## config.mk

```make
export PLATFORM = sky130hd
export DESIGN_NAME = c_string_literal_escaper
export DESIGN_NICKNAME = d
export VERILOG_FILES = /design/src/sv/cse_pkg.sv /design/src/sv/c_string_literal_escaper.sv /design/src/sv/cse_front.sv /design/src/sv/cse_fifo.sv /design/src/sv/cse_back.sv
export SDC_FILE = /design/constraint.sdc
export NUM_CORES = 1
export LEC_CHECK = 0
export BUFFER_PORTS_ARGS = -buffer_cell sky130_fd_sc_hd__buf_2
export CORE_UTILIZATION = 40
export DETAILED_ROUTE_END_ITERATION = 6
export PLACE_DENSITY = 0.66
export SYNTH_ARGS = -nofsm -noshare
export SYNTH_HDL_FRONTEND = slang
export SYNTH_SLANG_ARGS = --single-unit
```

## constraint.sdc

```tcl
create_clock -name clk -period 4.2 [get_ports clk]
set_input_delay 0.84 -clock clk [delete_from_list [all_inputs] [get_ports clk]]
set_output_delay 0.84 -clock clk [all_outputs]
set_load 0.02 [all_outputs]
```

## src/sv/cse_pkg.sv

```systemverilog
// Shared types and constants for the C string literal escaper.
package cse_pkg;

    localparam int COUNT_WIDTH = 32;
    localparam int QUEUE_DEPTH = 4;
    localparam int QPTR_W      = $clog2(QUEUE_DEPTH);
    localparam int QCNT_W      = $clog2(QUEUE_DEPTH + 1);
    localparam int CFG_IDX_W   = 2;
    localparam int CFG_DATA_W  = 7;

    localparam logic [6:0] WRAP_RESET = 7'd70;

    localparam logic [7:0] CH_DQUOTE = 8'h22;
    localparam logic [7:0] CH_APOS   = 8'h27;
    localparam logic [7:0] CH_BSLASH = 8'h5C;
    localparam logic [7:0] CH_LF     = 8'h0A;
    localparam logic [7:0] CH_CR     = 8'h0D;
    localparam logic [7:0] CH_TAB    = 8'h09;
    localparam logic [7:0] CH_SPACE  = 8'h20;
    localparam logic [7:0] CH_ZERO   = 8'h30;
    localparam logic [7:0] CH_NINE   = 8'h39;
    localparam logic [7:0] CH_LOW_N  = 8'h6E;
    localparam logic [7:0] CH_LOW_R  = 8'h72;
    localparam logic [7:0] CH_LOW_T  = 8'h74;
    localparam logic [7:0] CH_LT     = 8'h3C;
    localparam logic [7:0] CH_GT     = 8'h3E;
    localparam logic [7:0] CH_BANG   = 8'h21;
    localparam logic [7:0] CH_DASH   = 8'h2D;

    typedef enum logic [CFG_IDX_W-1:0] {
        CFG_STRIP_COMMENTS = 2'd0,
        CFG_STRIP_CONTENT  = 2'd1,
        CFG_WRAP_COLUMN    = 2'd2
    } cfg_index_t;

    typedef struct packed {
        logic       strip_comments;
        logic       strip_content;
        logic [6:0] wrap_column;
    } cse_cfg_t;

    // One queued job: a byte that was looked at (emit or break check only),
    // or the end marker with the kept count.
    typedef struct packed {
        logic        is_end;
        logic        emit;
        logic [7:0]  data;
        logic [31:0] count;
    } cse_op_t;

    typedef enum logic [1:0] {
        BK_START,
        BK_BRK,
        BK_ESC
    } back_state_t;

endpackage

```

## src/sv/c_string_literal_escaper.sv

```systemverilog
// Top level: C string literal escaper with configuration registers.
// A byte is looked at once three more bytes (or the last beat) are in; its
//   first character then passes the queue and the output register. Throughput,
//   unless stalled: one output char per cycle; an input beat per cycle while
//   each byte expands to one char, fewer as escapes and line breaks add chars.
// The last beat flushes up to four held bytes, one per cycle, then the end beat.
// Reset (rst_n low, asynchronous) clears all stream state and loads the register
//   defaults: stripping off, wrap column 70. No clearing pass is needed.
module c_string_literal_escaper (
    input  logic                            clk,
    input  logic                            rst_n,
    input  logic                            cfg_valid,
    output logic                            cfg_ready,
    input  logic [cse_pkg::CFG_IDX_W-1:0]   cfg_index,
    input  logic [cse_pkg::CFG_DATA_W-1:0]  cfg_data,
    input  logic                            s_tvalid,
    output logic                            s_tready,
    input  logic [7:0]                      s_tdata,   // data_byte
    input  logic                            s_tlast,
    output logic                            m_tvalid,
    input  logic                            m_tready,
    output logic [39:0]                     m_tdata,   // out_char, kept_count
    output logic                            m_tuser,   // char_valid
    output logic                            m_tlast
);

    cse_pkg::cse_cfg_t cfg_reg, cfg_next;
    logic              q_push, q_full, q_pop, q_valid;
    cse_pkg::cse_op_t  q_in, q_head;

    assign cfg_ready = 1'b1;

    always_comb
    begin
        cfg_next = cfg_reg;
        if (cfg_valid) begin
            case (cfg_index)
                cse_pkg::CFG_STRIP_COMMENTS: cfg_next.strip_comments = cfg_data[0];
                cse_pkg::CFG_STRIP_CONTENT:  cfg_next.strip_content  = cfg_data[0];
                cse_pkg::CFG_WRAP_COLUMN:    cfg_next.wrap_column    = cfg_data;
                default:                     cfg_next = cfg_reg;
            endcase
        end
    end

    always_ff @(posedge clk or negedge rst_n)
    begin
        if (!rst_n) begin
            cfg_reg <= '{strip_comments: 1'b0, strip_content: 1'b0,
                         wrap_column: cse_pkg::WRAP_RESET};
        end else begin
            cfg_reg <= cfg_next;
        end
    end

    cse_front u_front (
        .clk      (clk),
        .rst_n    (rst_n),
        .cfg      (cfg_reg),
        .s_tvalid (s_tvalid),
        .s_tready (s_tready),
        .s_tdata  (s_tdata),
        .s_tlast  (s_tlast),
        .q_push   (q_push),
        .q_op     (q_in),
        .q_full   (q_full)
    );

    cse_fifo u_fifo (
        .clk        (clk),
        .rst_n      (rst_n),
        .push       (q_push),
        .push_op    (q_in),
        .full       (q_full),
        .pop        (q_pop),
        .head_valid (q_valid),
        .head_op    (q_head)
    );

    cse_back u_back (
        .clk      (clk),
        .rst_n    (rst_n),
        .cfg      (cfg_reg),
        .q_valid  (q_valid),
        .q_op     (q_head),
        .q_pop    (q_pop),
        .m_tvalid (m_tvalid),
        .m_tready (m_tready),
        .m_tdata  (m_tdata),
        .m_tuser  (m_tuser),
        .m_tlast  (m_tlast)
    );

endmodule

```

## src/sv/cse_front.sv

```systemverilog
// Front end: lookahead window, comment and content stripping, kept count.
module cse_front (
    input  logic              clk,
    input  logic              rst_n,
    input  cse_pkg::cse_cfg_t cfg,
    input  logic              s_tvalid,
    output logic              s_tready,
    input  logic [7:0]        s_tdata,  // data_byte
    input  logic              s_tlast,
    output logic              q_push,
    output cse_pkg::cse_op_t  q_op,
    input  logic              q_full
);

    logic [7:0]                      win_reg  [4];
    logic [7:0]                      win_next [4];
    logic [2:0]                      fill_reg, fill_next;
    logic                            flush_reg, flush_next;
    logic [1:0]                      skip_reg, skip_next;
    logic                            incom_reg, incom_next;
    logic                            incont_reg, incont_next;
    logic [cse_pkg::COUNT_WIDTH-1:0] kept_reg, kept_next;

    logic                            acc;
    logic [7:0]                      b3;
    logic [2:0]                      avail;
    logic                            open_mk, close_mk, is_sp;
    logic                            h_push, h_emit, h_keep;
    logic [1:0]                      h_skip;
    logic                            h_incom, h_incont;
    logic [cse_pkg::COUNT_WIDTH-1:0] h_kept;
    logic [31:0]                     kept_out;

    generate
        if (cse_pkg::COUNT_WIDTH > 32) begin : g_sat
            assign kept_out = (|kept_reg[cse_pkg::COUNT_WIDTH-1:32]) ? 32'hFFFF_FFFF
                                                                     : kept_reg[31:0];
        end else begin : g_ext
            assign kept_out = 32'(kept_reg);
        end
    endgenerate

    assign s_tready = !flush_reg && !q_full;
    assign acc      = s_tvalid && s_tready;
    assign b3       = flush_reg ? win_reg[3] : s_tdata;
    assign avail    = flush_reg ? fill_reg : 3'd4;

    always_comb
    begin
        open_mk  = (avail >= 3'd4) && win_reg[0] == cse_pkg::CH_LT
                   && win_reg[1] == cse_pkg::CH_BANG && win_reg[2] == cse_pkg::CH_DASH
                   && b3 == cse_pkg::CH_DASH;
        close_mk = (avail >= 3'd3) && win_reg[0] == cse_pkg::CH_DASH
                   && win_reg[1] == cse_pkg::CH_DASH && win_reg[2] == cse_pkg::CH_GT;
        is_sp    = win_reg[0] == cse_pkg::CH_SPACE
                   || (win_reg[0] >= cse_pkg::CH_TAB && win_reg[0] <= cse_pkg::CH_CR);

        h_push   = 1'b0;
        h_emit   = 1'b0;
        h_keep   = 1'b0;
        h_skip   = skip_reg;
        h_incom  = incom_reg;
        h_incont = incont_reg;
        h_kept   = kept_reg;
        if (skip_reg != 2'd0) begin
            h_skip = skip_reg - 2'd1;
        end else begin
            h_push = 1'b1;
            if (cfg.strip_comments && open_mk) begin
                h_incom = 1'b1;
                h_skip  = 2'd3;
            end else if (cfg.strip_comments && incom_reg) begin
                if (close_mk) begin
                    h_incom = 1'b0;
                    h_skip  = 2'd2;
                end
            end else begin
                h_keep = 1'b1;
                if (cfg.strip_content) begin
                    if (!incont_reg && win_reg[0] == cse_pkg::CH_GT)
                        h_incont = 1'b1;
                    else if (incont_reg && win_reg[0] == cse_pkg::CH_LT)
                        h_incont = 1'b0;
                    else if (incont_reg && !is_sp)
                        h_incont = 1'b0;
                    else if (incont_reg)
                        h_keep = 1'b0;
                end
                if (h_keep) begin
                    h_emit = 1'b1;
                    h_kept = (&kept_reg) ? kept_reg
                                         : kept_reg + cse_pkg::COUNT_WIDTH'(1);
                end
            end
        end

        win_next    = win_reg;
        fill_next   = fill_reg;
        flush_next  = flush_reg;
        skip_next   = skip_reg;
        incom_next  = incom_reg;
        incont_next = incont_reg;
        kept_next   = kept_reg;
        q_push      = 1'b0;
        q_op        = '{is_end: 1'b0, emit: h_emit, data: win_reg[0], count: 32'd0};

        if (acc) begin
            if (!s_tlast && fill_reg == 3'd3) begin
                skip_next   = h_skip;
                incom_next  = h_incom;
                incont_next = h_incont;
                kept_next   = h_kept;
                q_push      = h_push;
                win_next[0] = win_reg[1];
                win_next[1] = win_reg[2];
                win_next[2] = s_tdata;
            end else begin
                win_next[fill_reg[1:0]] = s_tdata;
                fill_next               = fill_reg + 3'd1;
                flush_next              = s_tlast;
            end
        end else if (flush_reg) begin
            if (fill_reg != 3'd0) begin
                if (!h_push || !q_full) begin
                    skip_next   = h_skip;
                    incom_next  = h_incom;
                    incont_next = h_incont;
                    kept_next   = h_kept;
                    q_push      = h_push;
                    win_next[0] = win_reg[1];
                    win_next[1] = win_reg[2];
                    win_next[2] = win_reg[3];
                    fill_next   = fill_reg - 3'd1;
                end
            end else if (!q_full) begin
                q_push      = 1'b1;
                q_op        = '{is_end: 1'b1, emit: 1'b0, data: 8'd0, count: kept_out};
                flush_next  = 1'b0;
                skip_next   = 2'd0;
                incom_next  = 1'b0;
                incont_next = 1'b1;
                kept_next   = '0;
            end
        end
    end

    always_ff @(posedge clk)
    begin
        win_reg <= win_next;
    end

    always_ff @(posedge clk or negedge rst_n)
    begin
        if (!rst_n) begin
            fill_reg   <= 3'd0;
            flush_reg  <= 1'b0;
            skip_reg   <= 2'd0;
            incom_reg  <= 1'b0;
            incont_reg <= 1'b1;
            kept_reg   <= '0;
        end else begin
            fill_reg   <= fill_next;
            flush_reg  <= flush_next;
            skip_reg   <= skip_next;
            incom_reg  <= incom_next;
            incont_reg <= incont_next;
            kept_reg   <= kept_next;
        end
    end

endmodule

```

## src/sv/cse_fifo.sv

```systemverilog
// Short job queue between the front end and the character generator.
module cse_fifo (
    input  logic             clk,
    input  logic             rst_n,
    input  logic             push,
    input  cse_pkg::cse_op_t push_op,
    output logic             full,
    input  logic             pop,
    output logic             head_valid,
    output cse_pkg::cse_op_t head_op
);

    cse_pkg::cse_op_t                mem_reg [cse_pkg::QUEUE_DEPTH];
    logic [cse_pkg::QPTR_W-1:0]      wr_reg, rd_reg;
    logic [cse_pkg::QCNT_W-1:0]      cnt_reg;
    logic                            do_push, do_pop;

    assign full       = cnt_reg == cse_pkg::QCNT_W'(cse_pkg::QUEUE_DEPTH);
    assign head_valid = cnt_reg != '0;
    assign head_op    = mem_reg[rd_reg];
    assign do_push    = push && !full;
    assign do_pop     = pop && head_valid;

    always_ff @(posedge clk)
    begin
        if (do_push)
            mem_reg[wr_reg] <= push_op;
    end

    always_ff @(posedge clk or negedge rst_n)
    begin
        if (!rst_n) begin
            wr_reg  <= '0;
            rd_reg  <= '0;
            cnt_reg <= '0;
        end else begin
            if (do_push)
                wr_reg <= wr_reg + cse_pkg::QPTR_W'(1);
            if (do_pop)
                rd_reg <= rd_reg + cse_pkg::QPTR_W'(1);
            if (do_push && !do_pop)
                cnt_reg <= cnt_reg + cse_pkg::QCNT_W'(1);
            else if (do_pop && !do_push)
                cnt_reg <= cnt_reg - cse_pkg::QCNT_W'(1);
        end
    end

endmodule

```

## src/sv/cse_back.sv

```systemverilog
// Back end: line breaks, escape sequences and the registered output beat.
module cse_back (
    input  logic              clk,
    input  logic              rst_n,
    input  cse_pkg::cse_cfg_t cfg,
    input  logic              q_valid,
    input  cse_pkg::cse_op_t  q_op,
    output logic              q_pop,
    output logic              m_tvalid,
    input  logic              m_tready,
    output logic [39:0]       m_tdata,  // out_char[7:0], kept_count[39:8]
    output logic              m_tuser,  // char_valid
    output logic              m_tlast
);

    function automatic logic is_pair(input logic [7:0] c);
        return c == cse_pkg::CH_DQUOTE || c == cse_pkg::CH_APOS || c == cse_pkg::CH_BSLASH
            || c == cse_pkg::CH_LF || c == cse_pkg::CH_CR || c == cse_pkg::CH_TAB;
    endfunction

    function automatic logic is_print(input logic [7:0] c);
        return c >= 8'h20 && c <= 8'h7E;
    endfunction

    function automatic logic is_digit(input logic [7:0] c);
        return c >= cse_pkg::CH_ZERO && c <= cse_pkg::CH_NINE;
    endfunction

    function automatic logic [2:0] esc_len(input logic [7:0] c, input logic oct);
        logic [2:0] r;
        if (is_pair(c))
            r = 3'd2;
        else if (is_print(c))
            r = (oct && is_digit(c)) ? 3'd3 : 3'd1;
        else
            r = 3'd4;
        return r;
    endfunction

    function automatic logic [7:0] esc_char(input logic [7:0] c, input logic oct,
                                           input logic [2:0] idx);
        logic [7:0] r;
        r = c;
        if (is_pair(c)) begin
            if (idx == 3'd0) begin
                r = cse_pkg::CH_BSLASH;
            end else begin
                case (c)
                    cse_pkg::CH_LF:  r = cse_pkg::CH_LOW_N;
                    cse_pkg::CH_CR:  r = cse_pkg::CH_LOW_R;
                    cse_pkg::CH_TAB: r = cse_pkg::CH_LOW_T;
                    default:         r = c;
                endcase
            end
        end else if (is_print(c)) begin
            if (oct && is_digit(c) && idx != 3'd2)
                r = cse_pkg::CH_DQUOTE;
        end else begin
            case (idx)
                3'd0:    r = cse_pkg::CH_BSLASH;
                3'd1:    r = cse_pkg::CH_ZERO + {6'd0, c[7:6]};
                3'd2:    r = cse_pkg::CH_ZERO + {5'd0, c[5:3]};
                default: r = cse_pkg::CH_ZERO + {5'd0, c[2:0]};
            endcase
        end
        return r;
    endfunction

    function automatic logic [7:0] brk_char(input logic [2:0] idx);
        logic [7:0] r;
        case (idx)
            3'd1:    r = cse_pkg::CH_LF;
            3'd2:    r = cse_pkg::CH_SPACE;
            3'd3:    r = cse_pkg::CH_SPACE;
            default: r = cse_pkg::CH_DQUOTE;
        endcase
        return r;
    endfunction

    cse_pkg::back_state_t state_reg, state_next;
    logic [2:0]           cnt_reg, cnt_next;
    logic [7:0]           col_reg, col_next;
    logic                 oct_reg, oct_next;
    logic                 ovalid_reg, ovalid_next;
    logic [7:0]           ochar_reg, ochar_next;
    logic                 ouser_reg, ouser_next;
    logic                 olast_reg, olast_next;
    logic [31:0]          ocount_reg, ocount_next;

    logic                 adv;
    logic [2:0]           eidx;
    logic [2:0]           elen;
    logic [7:0]           echar;
    logic                 eoct;

    assign adv   = q_valid && (!ovalid_reg || m_tready);
    assign eidx  = (state_reg == cse_pkg::BK_ESC) ? cnt_reg : 3'd0;
    assign elen  = esc_len(q_op.data, oct_reg);
    assign echar = esc_char(q_op.data, oct_reg, eidx);
    assign eoct  = !is_pair(q_op.data) && !is_print(q_op.data);

    always_comb
    begin
        state_next  = state_reg;
        cnt_next    = cnt_reg;
        col_next    = col_reg;
        oct_next    = oct_reg;
        ovalid_next = ovalid_reg && !m_tready;
        ochar_next  = ochar_reg;
        ouser_next  = ouser_reg;
        olast_next  = olast_reg;
        ocount_next = ocount_reg;
        q_pop       = 1'b0;

        if (adv) begin
            case (state_reg)
                cse_pkg::BK_START:
                begin
                    if (q_op.is_end) begin
                        ovalid_next = 1'b1;
                        ochar_next  = 8'd0;
                        ouser_next  = 1'b0;
                        olast_next  = 1'b1;
                        ocount_next = q_op.count;
                        q_pop       = 1'b1;
                        col_next    = 8'd0;
                        oct_next    = 1'b0;
                    end else if (col_reg > {1'b0, cfg.wrap_column}) begin
                        ovalid_next = 1'b1;
                        ochar_next  = brk_char(3'd0);
                        ouser_next  = 1'b1;
                        olast_next  = 1'b0;
                        ocount_next = 32'd0;
                        col_next    = 8'd0;
                        cnt_next    = 3'd1;
                        state_next  = cse_pkg::BK_BRK;
                    end else if (q_op.emit) begin
                        ovalid_next = 1'b1;
                        ochar_next  = echar;
                        ouser_next  = 1'b1;
                        olast_next  = 1'b0;
                        ocount_next = 32'd0;
                        col_next    = col_reg + 8'd1;
                        if (elen == 3'd1) begin
                            q_pop    = 1'b1;
                            oct_next = eoct;
                        end else begin
                            cnt_next   = 3'd1;
                            state_next = cse_pkg::BK_ESC;
                        end
                    end else begin
                        q_pop = 1'b1;
                    end
                end
                cse_pkg::BK_BRK:
                begin
                    ovalid_next = 1'b1;
                    ochar_next  = brk_char(cnt_reg);
                    ouser_next  = 1'b1;
                    olast_next  = 1'b0;
                    ocount_next = 32'd0;
                    if (cnt_reg == 3'd4) begin
                        cnt_next = 3'd0;
                        if (q_op.emit) begin
                            state_next = cse_pkg::BK_ESC;
                        end else begin
                            q_pop      = 1'b1;
                            state_next = cse_pkg::BK_START;
                        end
                    end else begin
                        cnt_next = cnt_reg + 3'd1;
                    end
                end
                cse_pkg::BK_ESC:
                begin
                    ovalid_next = 1'b1;
                    ochar_next  = echar;
                    ouser_next  = 1'b1;
                    olast_next  = 1'b0;
                    ocount_next = 32'd0;
                    col_next    = col_reg + 8'd1;
                    if (cnt_reg == elen - 3'd1) begin
                        q_pop      = 1'b1;
                        oct_next   = eoct;
                        cnt_next   = 3'd0;
                        state_next = cse_pkg::BK_START;
                    end else begin
                        cnt_next = cnt_reg + 3'd1;
                    end
                end
                default:
                begin
                    state_next = cse_pkg::BK_START;
                end
            endcase
        end
    end

    always_ff @(posedge clk)
    begin
        ochar_reg  <= ochar_next;
        ouser_reg  <= ouser_next;
        olast_reg  <= olast_next;
        ocount_reg <= ocount_next;
    end

    always_ff @(posedge clk or negedge rst_n)
    begin
        if (!rst_n) begin
            state_reg  <= cse_pkg::BK_START;
            cnt_reg    <= 3'd0;
            col_reg    <= 8'd0;
            oct_reg    <= 1'b0;
            ovalid_reg <= 1'b0;
        end else begin
            state_reg  <= state_next;
            cnt_reg    <= cnt_next;
            col_reg    <= col_next;
            oct_reg    <= oct_next;
            ovalid_reg <= ovalid_next;
        end
    end

    assign m_tvalid = ovalid_reg;
    assign m_tdata  = {ocount_reg, ochar_reg};
    assign m_tuser  = ouser_reg;
    assign m_tlast  = olast_reg;

endmodule

```

## Word level (Yosys, flattened, before mapping)

Memories as Yosys holds them, arrays and structs flattened.
Index checks and enable logic that the tools add are counted.

- Flip-flop bits (word level): 145
- Bits in writable memories: 168
- Output and inout port bits: 45
- Memories: 1

- Add/sub/neg operators: 14
- Order comparisons: 11
- Equal/unequal tests: 43
- Muxes and demuxes: 157
- Bitwise gates (word level): 2
- Reductions and logical operators: 76

Memory list:

| memory | words | bits a word | rd ports | clocked after memory_dff | write ports | RTL line | text |
|---|---|---|---|---|---|---|---|
| u_fifo.mem_reg | 4 | 42 | 1 | 0 | 1 | cse_fifo.sv:13 | `cse_pkg::cse_op_t mem_reg [cse_pkg::QUEUE_DEPTH];` |

Operators with widths:

| kind | number |
|---|---|
| $mux W32 | 14 |
| $mux W42 | 4 |
| $mux W24 | 5 |
| $mux W8 | 12 |
| $eq A8 B6 Y1 const B | 11 |
| $mux W1 | 72 |
| $pmux W8 S3 | 3 |
| $pmux W32 S2 | 1 |
| $mux W3 | 17 |
| $mux W2 | 18 |
| $add A32 B1 Y32 const B | 1 |
| $bwmux W32 | 1 |
| $reduce_and A32 Y1 | 1 |
| $logic_and A1 B1 Y1 | 28 |
| $eq A8 B4 Y1 const B | 3 |
| $demux W8 S2 | 1 |
| $ge A8 B6 Y1 const B | 2 |
| $pmux W8 S2 | 1 |
| $ne A3 B2 Y1 const B | 5 |
| $add A6 B3 Y7 const A | 2 |
| $reduce_bool A2 Y1 | 7 |
| $eq A3 B2 Y1 const B | 4 |
| $pmux W6 S2 | 1 |
| $reduce_and A3 Y1 | 4 |
| 40 further kinds | 85 |

## Logic depth before layout (Yosys ltp)

Gate-level depths: netlist (run 1).

- Depth in word-level cells: 20
- Gate-level depth with buffers: 18
- Gate-level depth less buffers: 17

## Modules after synthesis

Synthesis (run 1) repeated with hierarchy kept, for this count alone.

- Cells, all modules: 1,019
- Area total of the unflattened synthesis: 14,340.0 sq um

By module, submodules not included:

| module | times used | cells an instance | area each (sq um) | seq. area each (sq um) |
|---|---|---|---|---|
| cse_fifo | 1 | 255 | 6,543.8 | 5,220.0 |
| cse_front | 1 | 438 | 4,176.5 | 1,963.1 |
| cse_back | 1 | 303 | 3,243.1 | 1,636.6 |
| c_string_literal_escaper | 1 | 23 | 376.6 | 229.0 |

## Least setup slack after synthesis (run 1)

No wires, ideal clock.

- Kind: flip-flop to flip-flop
- Start: register cfg_reg[2] in the netlist's numbering
- End: register u_back.olast_reg (netlist: u_back.m_tlast) (enable)
- Arrival time: 3.641 ns
- Data required time: 3.745 ns
- Path slack: 0.104 ns
- Cell stages (with the launch flop): 8
- Buffers on the path: 0
- Clock period less this slack: 4.096 ns
- Path through: dfstp_2 > inv_1 > ha_1 > and4_1 > nand4_1 > o311ai_0 > and4_1 > a21oi_1

- Word-level cells in the longest chain between the ends: 3

Ends and longest elaborated chain:

| element | RTL line | text |
|---|---|---|
| from (decl) | c_string_literal_escaper.sv:27 | `cse_pkg::cse_cfg_t cfg_reg, cfg_next;` |
| from (signal assigned) | c_string_literal_escaper.sv:49 | `cfg_reg <= '{strip_comments: 1'b0, strip_content: 1'b0,` |
| from (signal assigned) | c_string_literal_escaper.sv:52 | `cfg_reg <= cfg_next;` |
| $gt A8 B7 Y1 | cse_back.sv:128 | `end else if (col_reg > {1'b0, cfg.wrap_column}) begin` |
| $ne A4 B3 Y1 (no source line) | n/a |  |
| $reduce_and A3 Y1 (no source line) | n/a |  |
| to (signal assigned) | cse_back.sv:203 | `olast_reg <= olast_next;` |
| to (decl) | cse_back.sv:87 | `logic olast_reg, olast_next;` |

Every way passes these cells.
A chain may end at the register's enable or synchronous reset.

## Worst setup path after layout (run 1)

- Start: register u_fifo.rd_reg[0] in the netlist's numbering
- End: register u_fifo.cnt_reg[1] in the netlist's numbering

- Word-level cells in the longest chain between the ends: 19
- Elaborated cells on any way between the ends: 40
- Classes of those cells: add/sub (1); order compare (4); eq/ne (8); mux (13); reduce/logical (13); memory (1)

Ends and longest elaborated chain:

| element | RTL line | text |
|---|---|---|
| from (decl) | cse_fifo.sv:14 | `logic [cse_pkg::QPTR_W-1:0] wr_reg, rd_reg;` |
| from (signal assigned) | cse_fifo.sv:40 | `rd_reg <= rd_reg + cse_pkg::QPTR_W'(1);` |
| $mem_v2 Z4 W42 (*) | n/a |  |
| branches (longest 12 deep; another with $ge A8 B6 Y1) | n/a |  |
| $pmux W1 S3 (*) | cse_back.sv:116 | `case (state_reg)` |
| $mux W1 (*) | cse_back.sv:115 | `if (adv) begin` |
| $logic_and A1 B1 Y1 (*) | cse_fifo.sv:22 | `assign do_pop = pop && head_valid;` |
| $logic_not A1 Y1 | cse_fifo.sv:41 | `if (do_push && !do_pop)` |
| $logic_and A1 B1 Y1 | cse_fifo.sv:41 |  |
| $mux W3 or $reduce_bool A2 Y1 (tied branches) | n/a |  |
| to (signal assigned) | cse_fifo.sv:42 | `cnt_reg <= cnt_reg + cse_pkg::QCNT_W'(1);` |
| to (signal assigned) | cse_fifo.sv:44 | `cnt_reg <= cnt_reg - cse_pkg::QCNT_W'(1);` |
| to (decl) | cse_fifo.sv:15 | `logic [cse_pkg::QCNT_W-1:0] cnt_reg;` |

Every way passes the cells marked *.

==> results.md, run 1 <==
- The count of flip-flops with a built-in enable after synthesis is 242.
- Data on the critical path is required at its endpoint by 4600 ps.
- The total of flip-flops plus latches after synthesis is 313.
- The async set-reset flop share out of synthesis is 22.7%.
- By area the synthesized netlist is led by edfxtp_1, dfrtp_1, mux4_2.
- Counting every instance in the synthesized netlist gives 1049.
- The critical path goes through buf_6 -> mux4_2 -> and4b_2 -> o2bb2ai_2 -> nand2_2 -> and3_1 -> ha_4 -> xor2_2 -> nor4_1 -> mux2i_1 -> a31o_2 -> ha_2 -> inv_1 -> fa_1 -> mux2_2.
- The post-synthesis cell type count is 75.
- The tool flagged a number of max-cap violations equal to 0.
- The maximum root-to-sink buffer count is 3.
- The wire length per cell is 17.1 µm.
- In this design, the stage delay of the slowest critical-path cell is 600 ps.
- The headroom to the max-slew limit is 29.3%.
- The detailed router placed 8755 vias in this run.
- The number of antenna violations at the first check in global routing is 0.
- The die extent in y is 190 µm.
- The startpoint identified for the worst register-to-register timing path is u_fifo.rd_reg[0].
- In this run, post-CTS hold repair placed 0 buffers.
- The sum of net half-perimeters after detailed placement is 18200 µm.
- The worst-case IR drop observed on VDD is 0.384 mV.
- The post-route core utilization is 47.3%.
- Cells with a size suffix above 1 make up 20.6% of the layout.
- The TritonCTS clock tree is yes.
- The mean instance size in the synthesized netlist is 13.5 µm².
- The residual overflow from global routing is 0.
- Once detail routing completed, the nets flagged for antenna violations numbered 0.
- The clock-pin slew on the worst setup and hold paths is 60 ps.
- The synthesized design spends more area on one cell type than any other, namely edfxtp_1.
- Along the worst path, the maximum fanout reaches 7.
- The detailed router finished its first iteration with 616 violations.
- The first TritonRoute pass finished after 5 iterations.
- The actual slew at the worst max-slew pin is 1030 ps.
- The area growth from synthesis to layout is 15.7%.
- The sequential-to-total area share from yosys stat is 63.8%.
- The flow ran to the end, and the final reports show no timing, DRC or antenna violations.
- The number of clock buffers added by TritonCTS is 35.
- The count of final hold-check violations was 0.
- Entering global routing, the biggest net connects 72 pins.
- Clock skew on the completed layout was measured at 25.5 ps.
- Adding up every negative setup slack in the final design gives 0 ps.
- The critical path data arrival time is 4450 ps.
- Routability-driven placement finished with a final weighted congestion of 0.933.
- Buffers placed on the I/O ports in this run total 66.
- Dividing the final minimum period by the clock period gives 96.4%.
- The leakage power total is 6.13 nW.
- The initial cell density of the core is 40.9%.
- The reg-to-reg endpoint is u_fifo.cnt_reg[1].
- The max-slew violation total from the final report is 0.
- 0 antenna diodes ended up in the layout.
- The clock reaches the later pin of the worst-skew pair after 520 ps.
- The detailed-route vias per instance is 5.37.
- The number of levels in the clock H-tree is 2.
- The first global-routing pass estimated 44900 µm of wire.
- The tree is rooted in a clkbuf_16.
- The clock period minus final worst setup slack is 4050 ps.
- After detailed routing, the number of remaining DRC violations is 0.
- The number of nets handed over by synthesis was 1098.
- The library cell used most frequently in the layout, excluding fill and tap cells, is edfxtp_1.
- The type of origin of the critical path is a flop.
- From left edge to right edge, the die measures 190 µm.
- The critical path contains buffers and inverters numbering 2 combined.
- The number of global-route vias before repair is 8425.
- The class of the worst hold path is in2async.
- The floorplan step defined a die boundary enclosing 36200 µm².
- The overall fraction of global-route tracks in use is 15.6%.
- The synthesized design devotes to its leading area cell type 51.2% of total area.
- Timing would allow up to 0.247 GHz.
- The setup violation total in the final timing report is 0.
- The areal power density over the cells is 829 nW/µm².
- The kind of end point of the critical path is a flop.
- The wire length after detailed routing is 27800 µm.
- The number of flip-flops under the largest register name is 168.
- Row generation in the floorplan step produced 68 rows.
- The post-route total power is 13.6 mW.
- The final layout net count is 1196.
- For this run, the leading register cell type out of synthesis is edfxtp_1.
- The netlist area before placement is 14200 µm².
- The number of warnings reported in the yosys synthesis log is 0.
- The cell depth of the worst flop-to-flop path is 15.
- After floorplanning, the core was sized to cover 34700 µm².
- In the layout the commonest cells are edfxtp_1, nand2_1, o21ai_0.
- For this design, the slowest cell found on the critical path is mux4_2.
- The clock sink total is 313.
- The kind of cell with the highest combined delay along the critical path is multiplexers.
- Across all register-to-register paths, the minimum setup slack is 150 ps.
- The startpoint-to-endpoint class of the critical path is reg2reg.
- 68 I/O pins were placed.
-- Yosys cell counts (5+ instances only) --
cell,number
a21o_1,8
a21oi_1,44
a22o_1,9
a31oi_1,7
and2_1,46
and3_1,17
and4_1,10
buf_2,7
clkbuf_1,28
dfrtp_1,67
edfxtp_1,242
ha_1,24
inv_1,29
mux2_2,15
mux2i_1,6
mux4_2,40
nand2_1,91
nand2b_1,10
nand3_1,31
nand4_1,11
nor2_1,42
nor2b_1,41
nor3_1,12
nor4_1,5
o21a_1,5
o21ai_0,67
o31ai_1,8
or3_1,25
xnor2_1,9
xor2_1,5
-- power by group --
part / internal, mW / leakage, nW / switching (mW)
Sequential: 4.84 / 3.26 / 0.476
Combinational: 2.18 / 2.34 / 3.21
Clock: 1.69 / 0.533 / 1.21
-- per-layer routing --
layer | global-route usage, % | wire [µm] | part of all wire (%)
met2 | 24.4 | 13000 | 47
met1 | 22.4 | 13100 | 47
met5 | 0 | 0 | 0
met4 | 4.92 | 564 | 2.0
met3 | 2.45 | 1160 | 4.2
-- cells by family (layout without fill, tap and decap cells) --
family / Yosys count / count (layout) / share of synthesized area [%]
xor gates and xnor gates: 14 / 14 / 0.864
and+or+nand+nor: 369 / 369 / 14.2
buffers and inverters: 73 / 198 / 2.07
muxes: 61 / 61 / 7.96
AOI/OAI and AO/OA: 191 / 191 / 8.68
DFF: 313 / 313 / 63.8
other: 2 / 2 / 0.0529
adders and majority gates: 26 / 26 / 2.40
-- what timing repair did --
action	4_1_cts	5_1_grt
gates resized for setup	0	14
buffers inserted	0	10
setup endpoints to repair	0	2
-- worst max path at each step --
stage                          start                 to  slack [ps]  depth (start not counted)
finish              u_fifo.rd_reg[0]  u_fifo.cnt_reg[1]         150                         15
global route        u_fifo.rd_reg[0]  u_fifo.cnt_reg[1]         -20                         15
CTS                 u_fifo.rd_reg[0]  u_fifo.cnt_reg[2]          50                         18
detailed placement  u_fifo.rd_reg[0]  u_fifo.cnt_reg[1]          60                         16
global placement    u_fifo.rd_reg[0]  u_fifo.cnt_reg[2]         110                         17
floorplan                 cfg_reg[2]     u_back.m_tlast         100                          7
-- final cells by class --
class	instances	area, µm²
clock buffer	48	966
clock inverter	16	133
fill	3064	18300
inverter	32	120
multi-input combinational	663	4920
sequential	313	9050
tap	455	569
timing repair buffer	102	657
-- per-stage QoR --
step | cells | setup slack, ps | hold WS (ps) | instance area [µm²]
after floorplan | 1049 | 104 | 455 | 14200
after detailed placement | 1555 | 59.1 | 496 | 15200
after global placement | 1555 | 106 | 481 | 15200
final | 1629 | 150 | 474 | 16400
after global routing | 1629 | -24.7 | 517 | 16400
after CTS | 1619 | 47.3 | 503 | 16300
(Power assumes the default switching activity.)
==> inputs of run 2 (changes only) <==
--- a/config.mk
+++ b/config.mk
@@ -6,9 +6,9 @@
 export NUM_CORES = 1
 export LEC_CHECK = 0
 export BUFFER_PORTS_ARGS = -buffer_cell sky130_fd_sc_hd__buf_2
-export CORE_UTILIZATION = 40
+export CORE_UTILIZATION = 35
 export DETAILED_ROUTE_END_ITERATION = 6
-export PLACE_DENSITY = 0.66
+export PLACE_DENSITY = 0.6
 export SYNTH_ARGS = -nofsm -noshare
 export SYNTH_HDL_FRONTEND = slang
 export SYNTH_SLANG_ARGS = --single-unit
==> run 2 against run 1 <==
  * Cell count up 4.8%
  * Total power up 0.58%
  * Maximum frequency down 0.39%
  * Worst hold slack worse by 20 ps
  * First-iteration DRC count down 4.1%
  * Non-clock buffer count up 7
  * Largest cell class unchanged
  * Critical endpoint unchanged
  * Count of clock-buffer cells in the layout up 1
  * Worst setup slack worse by 16 ps
  * Global-route usage down 1.3 points
  * Clock power about the same
  * Combinational power up 1%
  * Cell area up 0.70%
==> results.md, run 2 (same netlist as run 1, synthesis figures left out) <==
- The post-route core utilization is 41.5% (-5.8 points).
- The most frequent standard cell in the layout excluding fill and tap cells is edfxtp_1.
- The layout-stage area growth over the synthesis result is 16.5%.
- The area of the die came to 41300 µm² (+14%).
- The number of antenna violations at the first check in global routing is 0 (unchanged).
- The worst hold slack across all endpoints is 454 ps (-19.9 ps).
- The wire length per cell is 16.8 µm (-1.5%).
- The residual DRC count came to 0 (unchanged).
- The setup violation total in the final timing report was 0 (unchanged).
- The highest attainable clock frequency is 0.246 GHz (-0.39%).
- The buffer cell driving the clock tree root is clkbuf_16.
- The wire length after detailed routing is 28700 µm (+3.2%).
- The global-route wire length before repair came to 47000 µm (+4.8%).
- The number of flip-flops under the largest register name is 168 (unchanged).
- The type of origin of the critical path is a flop.
- The site row count is 73 (+7.4%).
- The source-to-sink clock delay at the later pin of the worst-skew pair is 530 ps (about the same).
- The areal power density over the cells is 828 nW/µm² (-0.12%).
- The clock period minus final worst setup slack is 4070 ps (+16.0 ps).
- The die extent in y is 203 µm (+6.8%).
- The max-slew violation total from the final report is 0 (unchanged).
- The maximum root-to-sink buffer count is 3 (unchanged).
- The fraction of final layout cells sized beyond drive strength 1 is 21.5% (+0.88 points).
- The overall fraction of global-route tracks in use is 14.3% (-1.3 points).
- The worst-path maximum fanout is 7 (unchanged).
- The required time of the critical path is 4610 ps (about the same).
- The count of final hold-check violations is 0 (unchanged).
- The cell depth of the worst flop-to-flop path is 16 (+1).
- The number of search-and-repair iterations in the first detailed-routing pass came to 5 (unchanged).
- The clock buffer count from CTS is 36 (+2.9%).
- The detailed-route vias per instance is 5.13 (-4.6%).
- The register-to-register setup slack is 130 ps (-20 ps).
- In this run the worst hold path is classified as in2async.
- The via count is 8750 (-0.057%).
- The number of nets still failing antenna checks after routing is 0 (unchanged).
- The initial cell density of the core is 35.6% (-5.2 points).
- The area of the core region is 39800 µm² (+15%).
- The critical path data arrival time is 4480 ps (+30 ps).
- The startpoint-to-endpoint class of the critical path is reg2reg.
- The cell area after placement is 15300 µm² (+0.51%).
- The largest net degree at the start of global routing is 72 (unchanged).
- The reg-to-reg endpoint is u_fifo.cnt_reg[1].
- The number of top-level design ports was 68 (unchanged).
- The startpoint identified for the worst register-to-register timing path is u_fifo.rd_reg[0].
- The clock-pin slew on the worst setup and hold paths is 60 ps (about the same).
- The post-route standard cell area excluding fillers is 16500 µm² (+0.70%).
- The actual slew at the worst max-slew pin came to 1070 ps (+33.4 ps).
- The largest vdd supply drop is 0.328 mV (-14%).
- The headroom to the max-slew limit is 27.0% (-2.3 points).
- The number of diodes added for antenna fixing is 0 (unchanged).
- The number of levels in the clock H-tree is 2 (unchanged).
- The number of violations of the max-capacitance limit is 0 (unchanged).
- The sum of net half-perimeters after detailed placement is 18500 µm (+1.8%).
- The total of buffers placed on input and output ports is 66 (unchanged).
- The number of global-route vias before repair was 8827 (+4.8%).
- The detailed router's first-iteration violation count is 591 (-4.1%).
- The kind of end point of the critical path is a flop.
- The clock sink total is 313 (unchanged).
- The horizontal extent of the die is 203 µm (+6.8%).
- The leakage power total was 6.17 nW (+0.64%).
- Leaving out fill and tap cells, the most frequent cells in the layout are edfxtp_1, nand2_1, o21ai_0.
- The portion of the clock cycle consumed by the worst path in the final layout is 96.8% (+0.38 points).
- The residual overflow from global routing is 0 (unchanged).
- The final weighted congestion of routability-driven global placement is 0.909 (-2.6%).
- The final layout net count is 1204 (+0.67%).
- The TritonCTS clock tree is yes.
- The flow ran to the end, and the final reports show no timing, DRC or antenna violations.
- The worst clock skew is 12.5 ps (-13.0 ps).
-- run 2: repair_timing --
| action | in CTS | in global routing |
|---|---|---|
| gates resized for setup | 5 | 7 |
| hold buffers | 0 | 0 |
| pin swaps | 0 | 4 |
| setup endpoints to repair | 2 | 2 |
| setup buffers | 4 | 11 |
-- run 2: layout make-up --
cell class,count,area [µm²]
Timing Repair Buffer,109,693
Clock buffer,49,1010
Tap cell,525,657
Fill cell,3710,23300
Clock inverter,16,101
Sequential cell,313,9050
Inverter,32,120
Multi-Input combinational cell,663,4900
-- run 2: report_power, final --
group,leakage (nW),switching (mW),internal (mW)
combinational,2.36,3.24,2.22
sequential,3.26,0.476,4.84
clock,0.548,1.22,1.69
total,6.17,4.93,8.75
-- run 2: worst max-delay path, stage by stage (launching register included) --
cell and delay (ps):
dfrtp_2 470, buf_4 150, mux4_2 560, nor3_2 230, o2bb2ai_2 160, nand2_2 100, nand2_2 100, inv_2 50
ha_1 320, xor2_2 200, nor4_1 200, mux2i_1 150, a31o_2 280, ha_2 190, inv_1 70, fa_2 430
mux2_2 280
-- run 2: how the worst max path moves through the flow --
| stage | from | slack [ps] | endpoint | cells after the start |
|---|---|---|---|---|
| after detailed placement | u_fifo.rd_reg[0] | -130 | u_fifo.cnt_reg[2] | 17 |
| after global placement | u_fifo.rd_reg[0] | 50 | u_fifo.cnt_reg[2] | 18 |
| after global routing | u_fifo.rd_reg[0] | -3 | u_fifo.cnt_reg[1] | 15 |
| after CTS | u_fifo.rd_reg[0] | 2 | u_fifo.cnt_reg[1] | 16 |
| final | u_fifo.rd_reg[0] | 130 | u_fifo.cnt_reg[1] | 16 |
| after floorplan | cfg_reg[2] | 100 | u_back.m_tlast | 7 |
-- run 2: metal layers --
metal / vias to the layer above / global-route usage, % / part of all wire (%)
li1: 4199 / - / -
met4: 0 / 5.18 / 2.7
met5: - / 0 / 0
met1: 4327 / 19.0 / 46
met2: 174 / 23.4 / 48
met3: 50 / 2.59 / 3.8
-- run 2: per-stage QoR --
stage | std cells | TNS (ps) | total power [mW] | setup slack, ps
detailed placement | 1627 | -239 | 10.6 | -133
global placement | 1627 | 0 | 10.5 | 45.1
floorplan | 1049 | 0 | 8.96 | 104
finish | 1707 | 0 | 13.7 | 134
CTS | 1696 | 0 | 13.7 | 2.23
global route | 1707 | -3.19 | 14.6 | -3.19
